**src/hdl/srl_pkg.sv**
```systemverilog
package srl_pkg;

  localparam int ADDRESS_BITS = 16;
  localparam int CHAR_BITS    = 8;
  localparam int LENGTH_BITS  = 17;
  localparam int REMAIN_BITS  = 9;
  localparam int INDEX_BITS   = 8;
  localparam int HIGH_BITS    = 17;
  localparam int WIDE_BITS    = 19;
  localparam int DIGIT_BITS   = 3;
  localparam int NIBBLE_BITS  = 4;

  localparam logic [CHAR_BITS-1:0] LINE_FEED  = 8'd10;
  localparam logic [CHAR_BITS-1:0] CHAR_ZERO  = 8'h30;
  localparam logic [CHAR_BITS-1:0] CHAR_SEVEN = 8'h37;
  localparam logic [CHAR_BITS-1:0] CHAR_UPPER_A = 8'h41;
  localparam logic [CHAR_BITS-1:0] HEX_A_VALUE  = 8'd10;

  localparam logic [DIGIT_BITS-1:0] COUNT_DIGITS = 3'd2;
  localparam logic [DIGIT_BITS-1:0] ADDR_DIGITS  = 3'd4;
  localparam logic [DIGIT_BITS-1:0] DATA_DIGITS  = 3'd2;
  localparam logic [REMAIN_BITS-1:0] HEADER_BYTES = 9'd3;

  localparam logic [ADDRESS_BITS-1:0] LOW_MARK_RESET = 16'hFFFF;
  localparam logic [LENGTH_BITS-1:0]  LENGTH_MAX     = 17'h10000;

  typedef logic [CHAR_BITS-1:0]    char_t;
  typedef logic [ADDRESS_BITS-1:0] addr_t;
  typedef logic [7:0]              byte_t;
  typedef logic [LENGTH_BITS-1:0]  length_t;

  typedef enum logic {
    KIND_WRITE   = 1'b0,
    KIND_SUMMARY = 1'b1
  } kind_t;

  typedef enum logic [5:0] {
    PH_LEAD  = 6'b000001,
    PH_TYPE  = 6'b000010,
    PH_COUNT = 6'b000100,
    PH_ADDR  = 6'b001000,
    PH_DATA  = 6'b010000,
    PH_SKIP  = 6'b100000
  } phase_t;

  // Letters from 'A' upwards count from ten; anything else is taken from '0'.
  function automatic logic [NIBBLE_BITS-1:0] nibble_of(input char_t c);
    char_t v;
    if (c >= CHAR_UPPER_A) begin
      v = c - CHAR_UPPER_A + HEX_A_VALUE;
    end else begin
      v = c - CHAR_ZERO;
    end
    return v[NIBBLE_BITS-1:0];
  endfunction

endpackage

```
**src/hdl/srl_if.sv**
```systemverilog
interface srl_in_if;
  import srl_pkg::*;
  logic  valid;
  logic  ready;
  char_t character;
  logic  end_of_input;
  modport source (output valid, output character, output end_of_input, input ready);
  modport sink   (input valid, input character, input end_of_input, output ready);
endinterface

interface srl_out_if;
  import srl_pkg::*;
  logic    valid;
  logic    ready;
  kind_t   result_kind;
  addr_t   write_address;
  byte_t   byte_data;
  addr_t   lowest_address;
  length_t image_length;
  modport source (output valid, output result_kind, output write_address, output byte_data,
                  output lowest_address, output image_length, input ready);
  modport sink   (input valid, input result_kind, input write_address, input byte_data,
                  input lowest_address, input image_length, output ready);
endinterface

interface srl_cfg_if;
  import srl_pkg::*;
  logic    valid;
  logic    ready;
  length_t length_override;
  modport source (output valid, output length_override, input ready);
  modport sink   (input valid, input length_override, output ready);
endinterface

```
**src/hdl/srecord_loader.sv**
```systemverilog
// S-record loader: takes a record stream one character per item and gives a write item for
// every complete data byte and one summary item (low address and image length) when an end
// record or the end of input arrives; after that it swallows items until reset. One item is
// taken every cycle: each character is decoded by a nibble shift and a few compares in the
// same cycle and its result lands in a single output register, so the input only waits
// while that register holds a result that the consumer has not yet taken. The length
// register may be written at any time the block is idle and is always ready.
module srecord_loader (
  input  logic             clk,
  input  logic             rst_n,
  srl_in_if.sink           in_ch,
  srl_out_if.source        out_ch,
  srl_cfg_if.sink          cfg_ch
);
  import srl_pkg::*;

  phase_t                         phase_r, phase_nxt;
  logic [DIGIT_BITS-1:0]          digit_count_r, digit_count_nxt;
  addr_t                          acc_r, acc_nxt;
  addr_t                          record_address_r, record_address_nxt;
  logic signed [REMAIN_BITS-1:0]  remain_r, remain_nxt;
  logic [INDEX_BITS-1:0]          byte_index_r, byte_index_nxt;
  addr_t                          low_mark_r, low_mark_nxt;
  logic [HIGH_BITS-1:0]           high_mark_r, high_mark_nxt;
  logic                           finished_r, finished_nxt;
  length_t                        override_r;

  logic                           out_valid_r;
  kind_t                          out_kind_r, out_kind_nxt;
  addr_t                          out_addr_r, out_addr_nxt;
  byte_t                          out_data_r, out_data_nxt;
  addr_t                          out_low_r, out_low_nxt;
  length_t                        out_len_r, out_len_nxt;

  logic                           in_fire;
  logic                           emit;
  logic                           summary;
  addr_t                          acc_shift;
  logic [DIGIT_BITS-1:0]          digit_inc;
  logic signed [WIDE_BITS-1:0]    top;
  logic signed [WIDE_BITS-1:0]    span;
  length_t                        length_sat;

  assign in_ch.ready  = !out_valid_r || out_ch.ready;
  assign in_fire      = in_ch.valid && in_ch.ready;
  assign cfg_ch.ready = 1'b1;

  assign acc_shift = {acc_r[ADDRESS_BITS-NIBBLE_BITS-1:0], nibble_of(in_ch.character)};
  assign digit_inc = digit_count_r + 1'b1;

  // Highest address the record reaches; may go negative for short counts.
  assign top = $signed({3'b000, acc_shift})
             + $signed({{(WIDE_BITS-REMAIN_BITS){remain_r[REMAIN_BITS-1]}}, remain_r})
             - $signed(WIDE_BITS'(1));

  always_comb begin
    if (override_r != '0) begin
      span = $signed({2'b00, override_r});
    end else begin
      span = $signed({2'b00, high_mark_r}) - $signed({3'b000, low_mark_r})
           + $signed(WIDE_BITS'(1));
    end
    if (span < 0) begin
      length_sat = '0;
    end else if (span > $signed({2'b00, LENGTH_MAX})) begin
      length_sat = LENGTH_MAX;
    end else begin
      length_sat = span[LENGTH_BITS-1:0];
    end
  end

  always_comb begin
    phase_nxt          = phase_r;
    digit_count_nxt    = digit_count_r;
    acc_nxt            = acc_r;
    record_address_nxt = record_address_r;
    remain_nxt         = remain_r;
    byte_index_nxt     = byte_index_r;
    low_mark_nxt       = low_mark_r;
    high_mark_nxt      = high_mark_r;
    emit               = 1'b0;
    summary            = 1'b0;

    if (finished_r) begin
      emit = 1'b0;
    end else if (in_ch.end_of_input) begin
      summary = 1'b1;
    end else if (in_ch.character == LINE_FEED) begin
      phase_nxt = PH_LEAD;
    end else begin
      case (phase_r)
        PH_LEAD: begin
          phase_nxt = PH_TYPE;
        end
        PH_TYPE: begin
          if (in_ch.character >= CHAR_SEVEN) begin
            summary = 1'b1;
          end else begin
            phase_nxt       = PH_COUNT;
            digit_count_nxt = '0;
            acc_nxt         = '0;
          end
        end
        PH_COUNT: begin
          if (digit_inc == COUNT_DIGITS) begin
            remain_nxt      = $signed({1'b0, acc_shift[7:0]}) - $signed(HEADER_BYTES);
            phase_nxt       = PH_ADDR;
            digit_count_nxt = '0;
            acc_nxt         = '0;
          end else begin
            digit_count_nxt = digit_inc;
            acc_nxt         = acc_shift;
          end
        end
        PH_ADDR: begin
          if (digit_inc == ADDR_DIGITS) begin
            record_address_nxt = acc_shift;
            if (acc_shift < low_mark_r) begin
              low_mark_nxt = acc_shift;
            end
            if (top > $signed({2'b00, high_mark_r})) begin
              high_mark_nxt = top[HIGH_BITS-1:0];
            end
            byte_index_nxt  = '0;
            digit_count_nxt = '0;
            acc_nxt         = '0;
            phase_nxt       = (remain_r > 0) ? PH_DATA : PH_SKIP;
          end else begin
            digit_count_nxt = digit_inc;
            acc_nxt         = acc_shift;
          end
        end
        PH_DATA: begin
          if (digit_inc == DATA_DIGITS) begin
            emit            = 1'b1;
            byte_index_nxt  = byte_index_r + 1'b1;
            remain_nxt      = remain_r - $signed(REMAIN_BITS'(1));
            digit_count_nxt = '0;
            acc_nxt         = '0;
            if (remain_r <= $signed(REMAIN_BITS'(1))) begin
              phase_nxt = PH_SKIP;
            end
          end else begin
            digit_count_nxt = digit_inc;
            acc_nxt         = acc_shift;
          end
        end
        default: begin
          phase_nxt = phase_r;
        end
      endcase
    end

    finished_nxt = finished_r || summary;

    if (summary) begin
      out_kind_nxt = KIND_SUMMARY;
      out_addr_nxt = '0;
      out_data_nxt = '0;
      out_low_nxt  = low_mark_r;
      out_len_nxt  = length_sat;
    end else begin
      out_kind_nxt = KIND_WRITE;
      out_addr_nxt = record_address_r + {{(ADDRESS_BITS-INDEX_BITS){1'b0}}, byte_index_r};
      out_data_nxt = acc_shift[7:0];
      out_low_nxt  = '0;
      out_len_nxt  = '0;
    end
  end

  always_ff @(posedge clk) begin
    if (!rst_n) begin
      phase_r          <= PH_LEAD;
      digit_count_r    <= '0;
      acc_r            <= '0;
      record_address_r <= '0;
      remain_r         <= '0;
      byte_index_r     <= '0;
      low_mark_r       <= LOW_MARK_RESET;
      high_mark_r      <= '0;
      finished_r       <= 1'b0;
      override_r       <= '0;
      out_valid_r      <= 1'b0;
    end else begin
      if (cfg_ch.valid && cfg_ch.ready) begin
        override_r <= cfg_ch.length_override;
      end
      if (in_fire) begin
        phase_r          <= phase_nxt;
        digit_count_r    <= digit_count_nxt;
        acc_r            <= acc_nxt;
        record_address_r <= record_address_nxt;
        remain_r         <= remain_nxt;
        byte_index_r     <= byte_index_nxt;
        low_mark_r       <= low_mark_nxt;
        high_mark_r      <= high_mark_nxt;
        finished_r       <= finished_nxt;
        out_valid_r      <= emit || summary;
      end else if (out_ch.ready) begin
        out_valid_r <= 1'b0;
      end
    end
  end

  always_ff @(posedge clk) begin
    if (in_fire && (emit || summary)) begin
      out_kind_r <= out_kind_nxt;
      out_addr_r <= out_addr_nxt;
      out_data_r <= out_data_nxt;
      out_low_r  <= out_low_nxt;
      out_len_r  <= out_len_nxt;
    end
  end

  assign out_ch.valid          = out_valid_r;
  assign out_ch.result_kind    = out_kind_r;
  assign out_ch.write_address  = out_addr_r;
  assign out_ch.byte_data      = out_data_r;
  assign out_ch.lowest_address = out_low_r;
  assign out_ch.image_length   = out_len_r;

`ifndef NO_ASSERTIONS
  // Once the load has finished, no item may produce a further result.
  a_quiet_after_finish: assert property (@(posedge clk) disable iff (!rst_n)
    (in_fire && finished_r) |=> !out_valid_r)
    else $error("result produced after the load finished");

  // A summary in the output register implies the finished flag is set.
  a_summary_sets_finish: assert property (@(posedge clk) disable iff (!rst_n)
    (out_valid_r && out_kind_r == KIND_SUMMARY) |-> finished_r)
    else $error("summary shown without finished flag");

  // The data phase is only entered with at least one byte left to decode.
  a_data_has_bytes: assert property (@(posedge clk) disable iff (!rst_n)
    (phase_r == PH_DATA) |-> (remain_r > 0))
    else $error("data phase with no bytes remaining");
`endif

endmodule
```
**src/flat_wrapper.sv**
```systemverilog
// flat-port wrapper written by rule: the top's interface ports become plain ports
module srecord_loader_flat import srl_pkg::*;
  (clk, rst_n, in_ch_valid, in_ch_character, in_ch_end_of_input, in_ch_ready, out_ch_valid, out_ch_result_kind, out_ch_write_address, out_ch_byte_data, out_ch_lowest_address, out_ch_image_length, out_ch_ready, cfg_ch_valid, cfg_ch_length_override, cfg_ch_ready);
  srl_in_if in_ch_i ();
  srl_out_if out_ch_i ();
  srl_cfg_if cfg_ch_i ();
  input  logic clk;
  input  logic rst_n;
  input wire logic [$bits(in_ch_i.valid)-1:0] in_ch_valid;
  input wire logic [$bits(in_ch_i.character)-1:0] in_ch_character;
  input wire logic [$bits(in_ch_i.end_of_input)-1:0] in_ch_end_of_input;
  output wire logic [$bits(in_ch_i.ready)-1:0] in_ch_ready;
  output wire logic [$bits(out_ch_i.valid)-1:0] out_ch_valid;
  output wire logic [$bits(out_ch_i.result_kind)-1:0] out_ch_result_kind;
  output wire logic [$bits(out_ch_i.write_address)-1:0] out_ch_write_address;
  output wire logic [$bits(out_ch_i.byte_data)-1:0] out_ch_byte_data;
  output wire logic [$bits(out_ch_i.lowest_address)-1:0] out_ch_lowest_address;
  output wire logic [$bits(out_ch_i.image_length)-1:0] out_ch_image_length;
  input wire logic [$bits(out_ch_i.ready)-1:0] out_ch_ready;
  input wire logic [$bits(cfg_ch_i.valid)-1:0] cfg_ch_valid;
  input wire logic [$bits(cfg_ch_i.length_override)-1:0] cfg_ch_length_override;
  output wire logic [$bits(cfg_ch_i.ready)-1:0] cfg_ch_ready;
  assign in_ch_i.valid = in_ch_valid;
  assign in_ch_i.character = in_ch_character;
  assign in_ch_i.end_of_input = in_ch_end_of_input;
  assign in_ch_ready = in_ch_i.ready;
  assign out_ch_valid = out_ch_i.valid;
  assign out_ch_result_kind = out_ch_i.result_kind;
  assign out_ch_write_address = out_ch_i.write_address;
  assign out_ch_byte_data = out_ch_i.byte_data;
  assign out_ch_lowest_address = out_ch_i.lowest_address;
  assign out_ch_image_length = out_ch_i.image_length;
  assign out_ch_i.ready = out_ch_ready;
  assign cfg_ch_i.valid = cfg_ch_valid;
  assign cfg_ch_i.length_override = cfg_ch_length_override;
  assign cfg_ch_ready = cfg_ch_i.ready;
  srecord_loader u_core (.clk(clk), .rst_n(rst_n), .in_ch(in_ch_i), .out_ch(out_ch_i), .cfg_ch(cfg_ch_i));
endmodule
```
**config.mk**
```make
export PLATFORM = sky130hd
export DESIGN_NAME = srecord_loader_flat
export DESIGN_NICKNAME = d
export VERILOG_FILES = /design/src/hdl/srl_pkg.sv /design/src/hdl/srl_if.sv /design/src/hdl/srecord_loader.sv /design/src/flat_wrapper.sv
export SDC_FILE = /design/constraint.sdc
export NUM_CORES = 1
export LEC_CHECK = 0
export BUFFER_PORTS_ARGS = -buffer_cell sky130_fd_sc_hd__clkbuf_2
export CAP_MARGIN = 20
export CELL_PAD_IN_SITES_DETAIL_PLACEMENT = 0
export CELL_PAD_IN_SITES_GLOBAL_PLACEMENT = 1
export CORE_MARGIN = 1
export CORE_UTILIZATION = 50
export CTS_CLUSTER_SIZE = 12
export DETAILED_ROUTE_END_ITERATION = 8
export GPL_TIMING_DRIVEN = 0
export PLACE_DENSITY = 0.93
export REMOVE_ABC_BUFFERS = 1
export SETUP_SLACK_MARGIN = 0.15
export SYNTH_ARGS = -nofsm -noshare
export SYNTH_HDL_FRONTEND = slang
export SYNTH_SLANG_ARGS = --single-unit
```
**constraint.sdc**
```tcl
create_clock -name clk -period 13.15 [get_ports clk]
set_input_delay 3.2875 -clock clk [delete_from_list [all_inputs] [get_ports clk]]
set_output_delay 3.2875 -clock clk [all_outputs]
set_load 0.05 [all_outputs]
```
==> flow_metrics.tcl, run 1 <==
set metrics [dict create \
    cp.required_ns 13.45 \
    fin_cells 1602 \
    diodes 0 \
    synth_ff_type "dfxtp_1" \
    min_period_over_period_pct 74.6 \
    syn_inst 1251 \
    pin_count 92 \
    antenna_found_initial 0 \
    gp_congestion 0.844 \
    first_pass_iters 6 \
    cts.clk_slew.worst_paths_ns 0.07 \
    viasPerCell 5.65 \
    ctsHtreeMaxLevel 4 \
    place_worst_setup_slack_ns 2.93 \
    status "finished, final reports clean" \
    setup_tns_ns 0 \
    finalSetupViolations 0 \
    grt_max_degree 81 \
    reg2reg_slack_ns 7.44 \
    synth-seq-area-share_pct 35.6 \
    utilization_pct 57.4 \
    detail_route.wl_per_cell_um 15.8 \
    grt_util_all_layers_pct 23.2 \
    ctsResizeCount 0 \
    slew_headroom_pct 30.5 \
    dp_hpwl_mm 18.8 \
    syn_area_um2 10800 \
    crit_arrival_ns 10.11 \
    synth_area_leaders "dfxtp_1, edfxtp_1, ha_1" \
    multiInputGateArea_um2 6490 \
    via_count 9046 \
    start_kind "primary input" \
    seqCellArea_um2 3860 \
    dieArea_um2 22300 \
    grt_pass1_vias 8297 \
    fillers 1913 \
    rsz0062_at_grt "no" \
    fp.dieW_um 149 \
    synth.top_cell.area_share_pct 19.6 \
    fmax_mhz 102 \
    synth.distinct_cells 77 \
    clk-insertion-delay-late_ns 0.43 \
    detail-route-antenna-nets 0 \
    rows 53 \
    peakVddDrop_v 0.0000768 \
    placedCellCount 1569 \
    critPathKind "in2reg" \
    root_buffer "clkbuf_16" \
    r2r-end "u_core.high_mark_r[7]" \
    drive_gt1_share_pct 11.3 \
    post_cts_buffers 0 \
    drtIter0Drc 507 \
    cts_tree "done" \
    finClkSkew_ns 0.0130 \
    timing.final.max_slew_violations 0 \
    hp-class "reg2reg" \
    drv_cap 0 \
    yosys_warnings 0 \
    min_period_ns 9.81 \
    tightest_slew_ns 1.04 \
    initial_core_util_pct 51.3 \
    setup_slack_ns 3.34 \
    reg2reg_depth 21 \
    routed_wl_mm 25.3 \
    holdPathEnd "u_core.high_mark_r[16]" \
    io_buffers 90 \
    post_synth.cell_area_avg_um2 8.67 \
    die_h_um 149 \
    ys_seq_elements 164 \
    core-area_um2 21200 \
    hold_viol 0 \
    slowest_delay_ns 0.78 \
    cts_buffers 17 \
    async_reset_ff_share_pct 0 \
    cp_max_fo 32 \
    drc 0 \
    cts_hold_buf 0 \
    area_delta_synth_final_pct 11.9 \
    p_leak_nw 5.36 \
    grt_overflow 0 \
    crit_path_end_kind "flip-flop" \
    worstHoldStart "u_core.high_mark_r[16]" \
    power.density_nw_per_um2 99.2 \
    cts.sinks 164 \
    nNetsFinal 1435 \
    whs_path_depth 2 \
    grt_pass1_wl_mm 41.1 \
    cts.path.max_buffers 2 \
    worstReg2RegStart "u_core.acc_r[0]" \
    synth_edf_count 58 \
    cp_slowest_cell "a2111o_1" \
    yosys.area.top_type "dfxtp_1" \
]
-- Yosys cell counts, drive strengths merged, types with 26 or more instances --
| master | count |
|---|---|
| nor2 | 134 |
| nand2 | 110 |
| dfxtp | 106 |
| ha | 87 |
| inv | 71 |
| a21oi | 68 |
| edfxtp | 58 |
| o21ai | 52 |
| xnor2 | 50 |
| nor2b | 43 |
| nand3 | 42 |
| clkbuf | 39 |
| mux2i | 37 |
| nor3 | 30 |
| a21boi | 28 |
| xor2 | 26 |
-- layer usage --
metal	global-route usage, %	share of wire [%]	vias up
met5	0	0	-
met1	30.4	46	4205
met4	7.45	2.1	0
met3	3.49	3.8	30
met2	38.9	48	208
li1	-	-	4603
-- state kept, by name (all words and copies together) (netlist names), 6 cells and up --
register                      flops
u_core.high_mark_r               17
u_core.out_ch.image_length       17
u_core.override_r                17
u_core.low_mark_r                16
u_core.out_ch.lowest_address     16
u_core.out_ch.write_address      16
u_core.record_address_r          16
u_core.acc_r                     12
u_core.remain_r                   9
u_core.byte_index_r               8
u_core.out_ch.byte_data           8
u_core.phase_r                    6
-- worst max-delay path by stage --
| stage | depth (start not counted) | end | start |
|---|---|---|---|
| 4_1_cts | 28 | u_core.high_mark_r[7] | in_ch_character[2] |
| 5_1_grt | 29 | u_core.high_mark_r[3] | in_ch_character[2] |
| 6_report | 29 | u_core.high_mark_r[7] | in_ch_character[2] |
| 3_3_place_gp | 6 | u_core.out_ch.image_length[16] | in_ch_character[0] |
| 2_1_floorplan | 29 | u_core.high_mark_r[15] | in_ch_character[1] |
| 3_5_place_dp | 28 | u_core.high_mark_r[7] | in_ch_character[2] |
-- through the flow --
step | cell area, um2 | hold WS, ns | power, mW
CTS | 12100 | 0.477 | 1.21
detailed placement | 11500 | 0.462 | 0.700
global route | 12100 | 0.494 | 1.25
finish | 12100 | 0.474 | 1.20
global placement | 11400 | 0.457 | 0.697
floorplan | 10600 | 0.444 | 0.658
-- critical path, delay by kind of cell --
family	cells	cell delay, ns
AO/OA/AOI/OAI	10	2.48
XOR/XNOR	3	1.23
AND/OR/NAND/NOR	9	1.64
adder cells (fa/ha/maj)	3	0.75
buffers and inverters	3	0.45
multiplexers	1	0.27
-- area by class of cell --
type	instances	share of cell area, %
Sequential cell	164	31.8
Clock buffer	18	3.62
Multi-Input combinational cell	959	53.5
Inverter	73	2.26
Timing Repair Buffer	99	4.60
Tap cell	275	2.84
Clock inverter	14	1.34
-- logic make-up (layout without fill, tap and decap cells) --
logic type               after synthesis  count (layout)  share of synthesized area, %
buffers and inverters                128             204                          4.72
flip-flops                           164             164                          35.6
AND/OR/NAND/NOR                      459             459                          20.8
XOR/XNOR                              77              77                          6.35
multiplexers                          37              37                          3.42
other                                  1               1                        0.0346
adder cells (fa/ha/maj)               90              90                          10.6
AO/OA/AOI/OAI                        295             295                          18.4
-- placed cells by master, fill, tap and decap left out, drive strengths merged, types with 5 or more instances in the layout --
| cell type | n |
|---|---|
| a211oi | 22 |
| a21boi | 28 |
| a21o | 23 |
| a21oi | 68 |
| a31oi | 11 |
| and2 | 10 |
| and3 | 12 |
| buf | 9 |
| clkbuf | 108 |
| clkinv | 5 |
| dfxtp | 106 |
| edfxtp | 58 |
| ha | 87 |
| inv | 78 |
| mux2i | 37 |
| nand2 | 110 |
| nand2b | 10 |
| nand3 | 42 |
| nand3b | 5 |
| nand4 | 14 |
| nor2 | 134 |
| nor2b | 43 |
| nor3 | 30 |
| nor3b | 11 |
| nor4 | 10 |
| o211a | 9 |
| o211ai | 11 |
| o21a | 18 |
| o21ai | 52 |
| o21bai | 5 |
| o31ai | 6 |
| or3 | 10 |
| xnor2 | 50 |
| xor2 | 26 |
-- where the power goes --
group	leakage [nW]	total [mW]	switching, mW	internal (mW)
logic	3.66	0.144	0.0974	0.0465
clock network	0.290	0.515	0.224	0.290
registers	1.41	0.545	0.00666	0.539
Note: power is estimated with default switching activity, not from simulation.
==> inputs of run 2 (changes only) <==
--- a/config.mk
+++ b/config.mk
@@ -5,16 +5,17 @@
 export SDC_FILE = /design/constraint.sdc
 export NUM_CORES = 1
 export LEC_CHECK = 0
+export ABC_AREA = 1
 export BUFFER_PORTS_ARGS = -buffer_cell sky130_fd_sc_hd__clkbuf_2
 export CAP_MARGIN = 20
 export CELL_PAD_IN_SITES_DETAIL_PLACEMENT = 0
 export CELL_PAD_IN_SITES_GLOBAL_PLACEMENT = 1
 export CORE_MARGIN = 1
-export CORE_UTILIZATION = 50
+export CORE_UTILIZATION = 45
 export CTS_CLUSTER_SIZE = 12
 export DETAILED_ROUTE_END_ITERATION = 8
 export GPL_TIMING_DRIVEN = 0
-export PLACE_DENSITY = 0.93
+export PLACE_DENSITY = 0.89
 export REMOVE_ABC_BUFFERS = 1
 export SETUP_SLACK_MARGIN = 0.15
 export SYNTH_ARGS = -nofsm -noshare
==> constraint.sdc (replaced) <==
create_clock -name clk -period 9.9 [get_ports clk]
set_input_delay 2.475 -clock clk [delete_from_list [all_inputs] [get_ports clk]]
set_output_delay 2.475 -clock clk [all_outputs]
set_load 0.05 [all_outputs]
==> flow_metrics.tcl, run 2 <==
set metrics [dict create \
    status "finished, final reports clean" \
    final_common_cell "nand2_1" \
    crit_arrival_ns 8.30 \
    synth_compound_area_share_pct 12.4 \
    place_area_um2 12000 \
    worstSetupStartpoint "in_ch_character[0]" \
    drtIter0Drc 519 \
    grt_util_all_layers_pct 22.5 \
    cp_slowest_cell "o21ai_0" \
    grt_max_degree 76 \
    combPwrFrac_pct 13.4 \
    cts.sinks 164 \
    cp_max_fo 34 \
    switching_power_uw 498 \
    root_buffer "clkbuf_16" \
    cts_hold_buf 0 \
    cts.clk_slew.worst_paths_ns 0.07 \
    synth_edf_count 58 \
    final_cell_mix "nand2_1, inv_1, nor2_1" \
    drv_cap 0 \
    async_reset_ff_share_pct 0 \
    hold_viol 0 \
    nNetsFinal 1757 \
    reg2reg_depth 24 \
    post_cts_buffers 0 \
    cp.required_ns 10.23 \
    crit_path_end "u_core.high_mark_r[13]" \
    yosys.area.top_type "dfxtp_1" \
    grt_pass1_wl_mm 46.3 \
    min_period_ns 7.97 \
    initial_core_util_pct 46.0 \
    die_h_um 160 \
    detail-route-antenna-nets 0 \
    synthTopCellsByCount "nand2_1, inv_1, nor2_1, dfxtp_1, a21oi_1" \
    cp.depth 30 \
    cts_tree "done" \
    synth.top_cell.area_share_pct 18.9 \
    holdWs_ns 0.475 \
    tightest_slew_ns 1.05 \
    slowest_delay_ns 0.72 \
    swShare_pct 30.7 \
    finClkSkew_ns 0.0164 \
    yosys_warnings 0 \
    core-area_um2 24400 \
    rsz0062_at_grt "no" \
    fillers 2445 \
    synth_area_leaders "dfxtp_1, edfxtp_1, nand2_1" \
    p_leak_nw 6.17 \
    clk-insertion-delay-late_ns 0.44 \
    power.clock.fraction_pct 41.7 \
    fp.dieW_um 160 \
    pin_count 92 \
    syn_inst 1556 \
    via_count 10000 \
    ys_seq_elements 164 \
    crit_path_end_kind "flip-flop" \
    dieArea_um2 25600 \
    io_buffers 90 \
    synth_simple_gate_area_share_pct 29.5 \
    power.density_nw_per_um2 129 \
    synth_ff_type "dfxtp_1" \
    slew_headroom_pct 29.7 \
    routed_wl_mm 27.9 \
    crit_path_frequent_cell "nand2_1" \
    dp_hpwl_mm 21.8 \
    post_synth.cell_area_avg_um2 7.21 \
    synth.area.mux_share_pct 0 \
    drive_gt1_share_pct 12.5 \
    gp_congestion 0.914 \
    cp_top_family "compound AO/OA/AOI/OAI gates" \
    cts.path.max_buffers 2 \
    first_pass_iters 5 \
    synth_top_family_by_area "simple AND/OR/NAND/NOR gates" \
    viasPerCell 5.09 \
    synth.distinct_cells 55 \
    rows 57 \
    critPathKind "in2reg" \
    ctsHtreeMaxLevel 4 \
    peakVddDrop_v 0.0000911 \
    power_frac_seq_pct 44.9 \
    syn_area_um2 11200 \
    finalSetupViolations 0 \
    ctsResizeCount 0 \
    timing.final.max_slew_violations 0 \
    intPower_mw 1.12 \
    area_delta_synth_final_pct 12.4 \
    yosysMostFrequentCell "nand2_1" \
    cp_num_buf_inv 4 \
    worstReg2RegStart "u_core.remain_r[0]" \
    diodes 0 \
    start_kind "primary input" \
    whs_path_depth 2 \
    grt_pass1_vias 9441 \
    grt_overflow 0 \
    synth_xor_area_share_pct 3.11 \
    antenna_found_initial 0 \
    fmax_mhz 126 \
    cts_buffers 17 \
    hp-class "reg2reg" \
    synth-seq-area-share_pct 34.5 \
    drc 0 \
    detail_route.wl_per_cell_um 14.2 \
    fin_area_um2 12600 \
    min_period_over_period_pct 80.5 \
    reg2reg_slack_ns 5.25 \
    r2r-end "u_core.high_mark_r[13]" \
    synth_fa_ha_area_share_pct 10.2 \
]
run 2: cell count changes after synthesis, moves of 19 or more:
cell,before,now
nor2b_1,43,0
xnor2_1,50,7
a21oi_1,67,103
nand4_1,14,37
mux2i_1,37,0
a21boi_0,22,2
a21o_1,23,0
nand2_2,0,19
o21ai_0,49,93
inv_1,70,257
nand2_1,110,314
nand3_1,42,72
nor2_1,134,181
run 2: worst min-delay path by stage:
stage                           startpoint                endpoint  slack, ns
floorplan           u_core.byte_index_r[7]  u_core.byte_index_r[7]       0.43
global placement      u_core.low_mark_r[8]    u_core.low_mark_r[8]       0.46
detailed placement   u_core.low_mark_r[15]   u_core.low_mark_r[15]       0.46
CTS                  u_core.low_mark_r[13]   u_core.low_mark_r[13]       0.48
global route         u_core.low_mark_r[13]   u_core.low_mark_r[13]       0.50
finish                u_core.low_mark_r[7]    u_core.low_mark_r[7]       0.47
run 2: power by group through the flow:
| stage | Sequential [mW] | Combinational (mW) | Clock [mW] |
|---|---|---|---|
| floorplan | 0.782 | 0.117 | 0 |
| CTS | 0.729 | 0.218 | 0.688 |
| global placement | 0.746 | 0.210 | 0 |
| finish | 0.729 | 0.217 | 0.677 |
| detailed placement | 0.744 | 0.216 | 0 |
| global route | 0.731 | 0.241 | 0.714 |
run 2: cells by family after synthesis:
logic type      count (synthesis)
other cells                     1
buf+inv                       298
simple gates                  711
xor+xnor                       39
fa+ha+maj                      90
compound gates                253
flops                         164
run 2: area by class of cell:
cell class / count / area, um2 / share of cell area (%)
Tap cell: 324 / 405 / 3.22
Multi-Input combinational cell: 1094 / 6230 / 49.4
Sequential cell: 164 / 3860 / 30.7
Timing Repair Buffer: 95 / 510 / 4.05
Clock inverter: 15 / 181 / 1.44
Clock buffer: 17 / 425 / 3.38
Inverter: 264 / 991 / 7.86
run 2: layer usage:
layer / vias to the layer above / global-route usage (%) / part of all wire, %
met5: - / 0 / 0
met4: 0 / 6.62 / 1.9
met3: 44 / 3.66 / 3.8
met2: 179 / 40.4 / 49
met1: 4590 / 27.6 / 45
li1: 5225 / - / -
run 2: stage by stage:
step | worst slack (ns) | setup TNS [ns] | cells | power, mW | utilization (%)
after floorplan | 2.38 | 0 | 1522 | 0.899 | -
after global placement | -0.123 | -6.24 | 1936 | 0.955 | 48.8
after detailed placement | 1.53 | 0 | 1941 | 0.961 | 49.2
after CTS | 1.97 | 0 | 1973 | 1.63 | 51.7
after global routing | 1.27 | 0 | 1973 | 1.69 | 51.7
final | 1.93 | 0 | 1973 | 1.62 | 51.7
run 2: tightest hold or removal path, delay by kind of cell, from the launching register on:
family	cells	cell delay, ns
simple gates	1	0.05
flops	1	0.33
compound gates	1	0.06
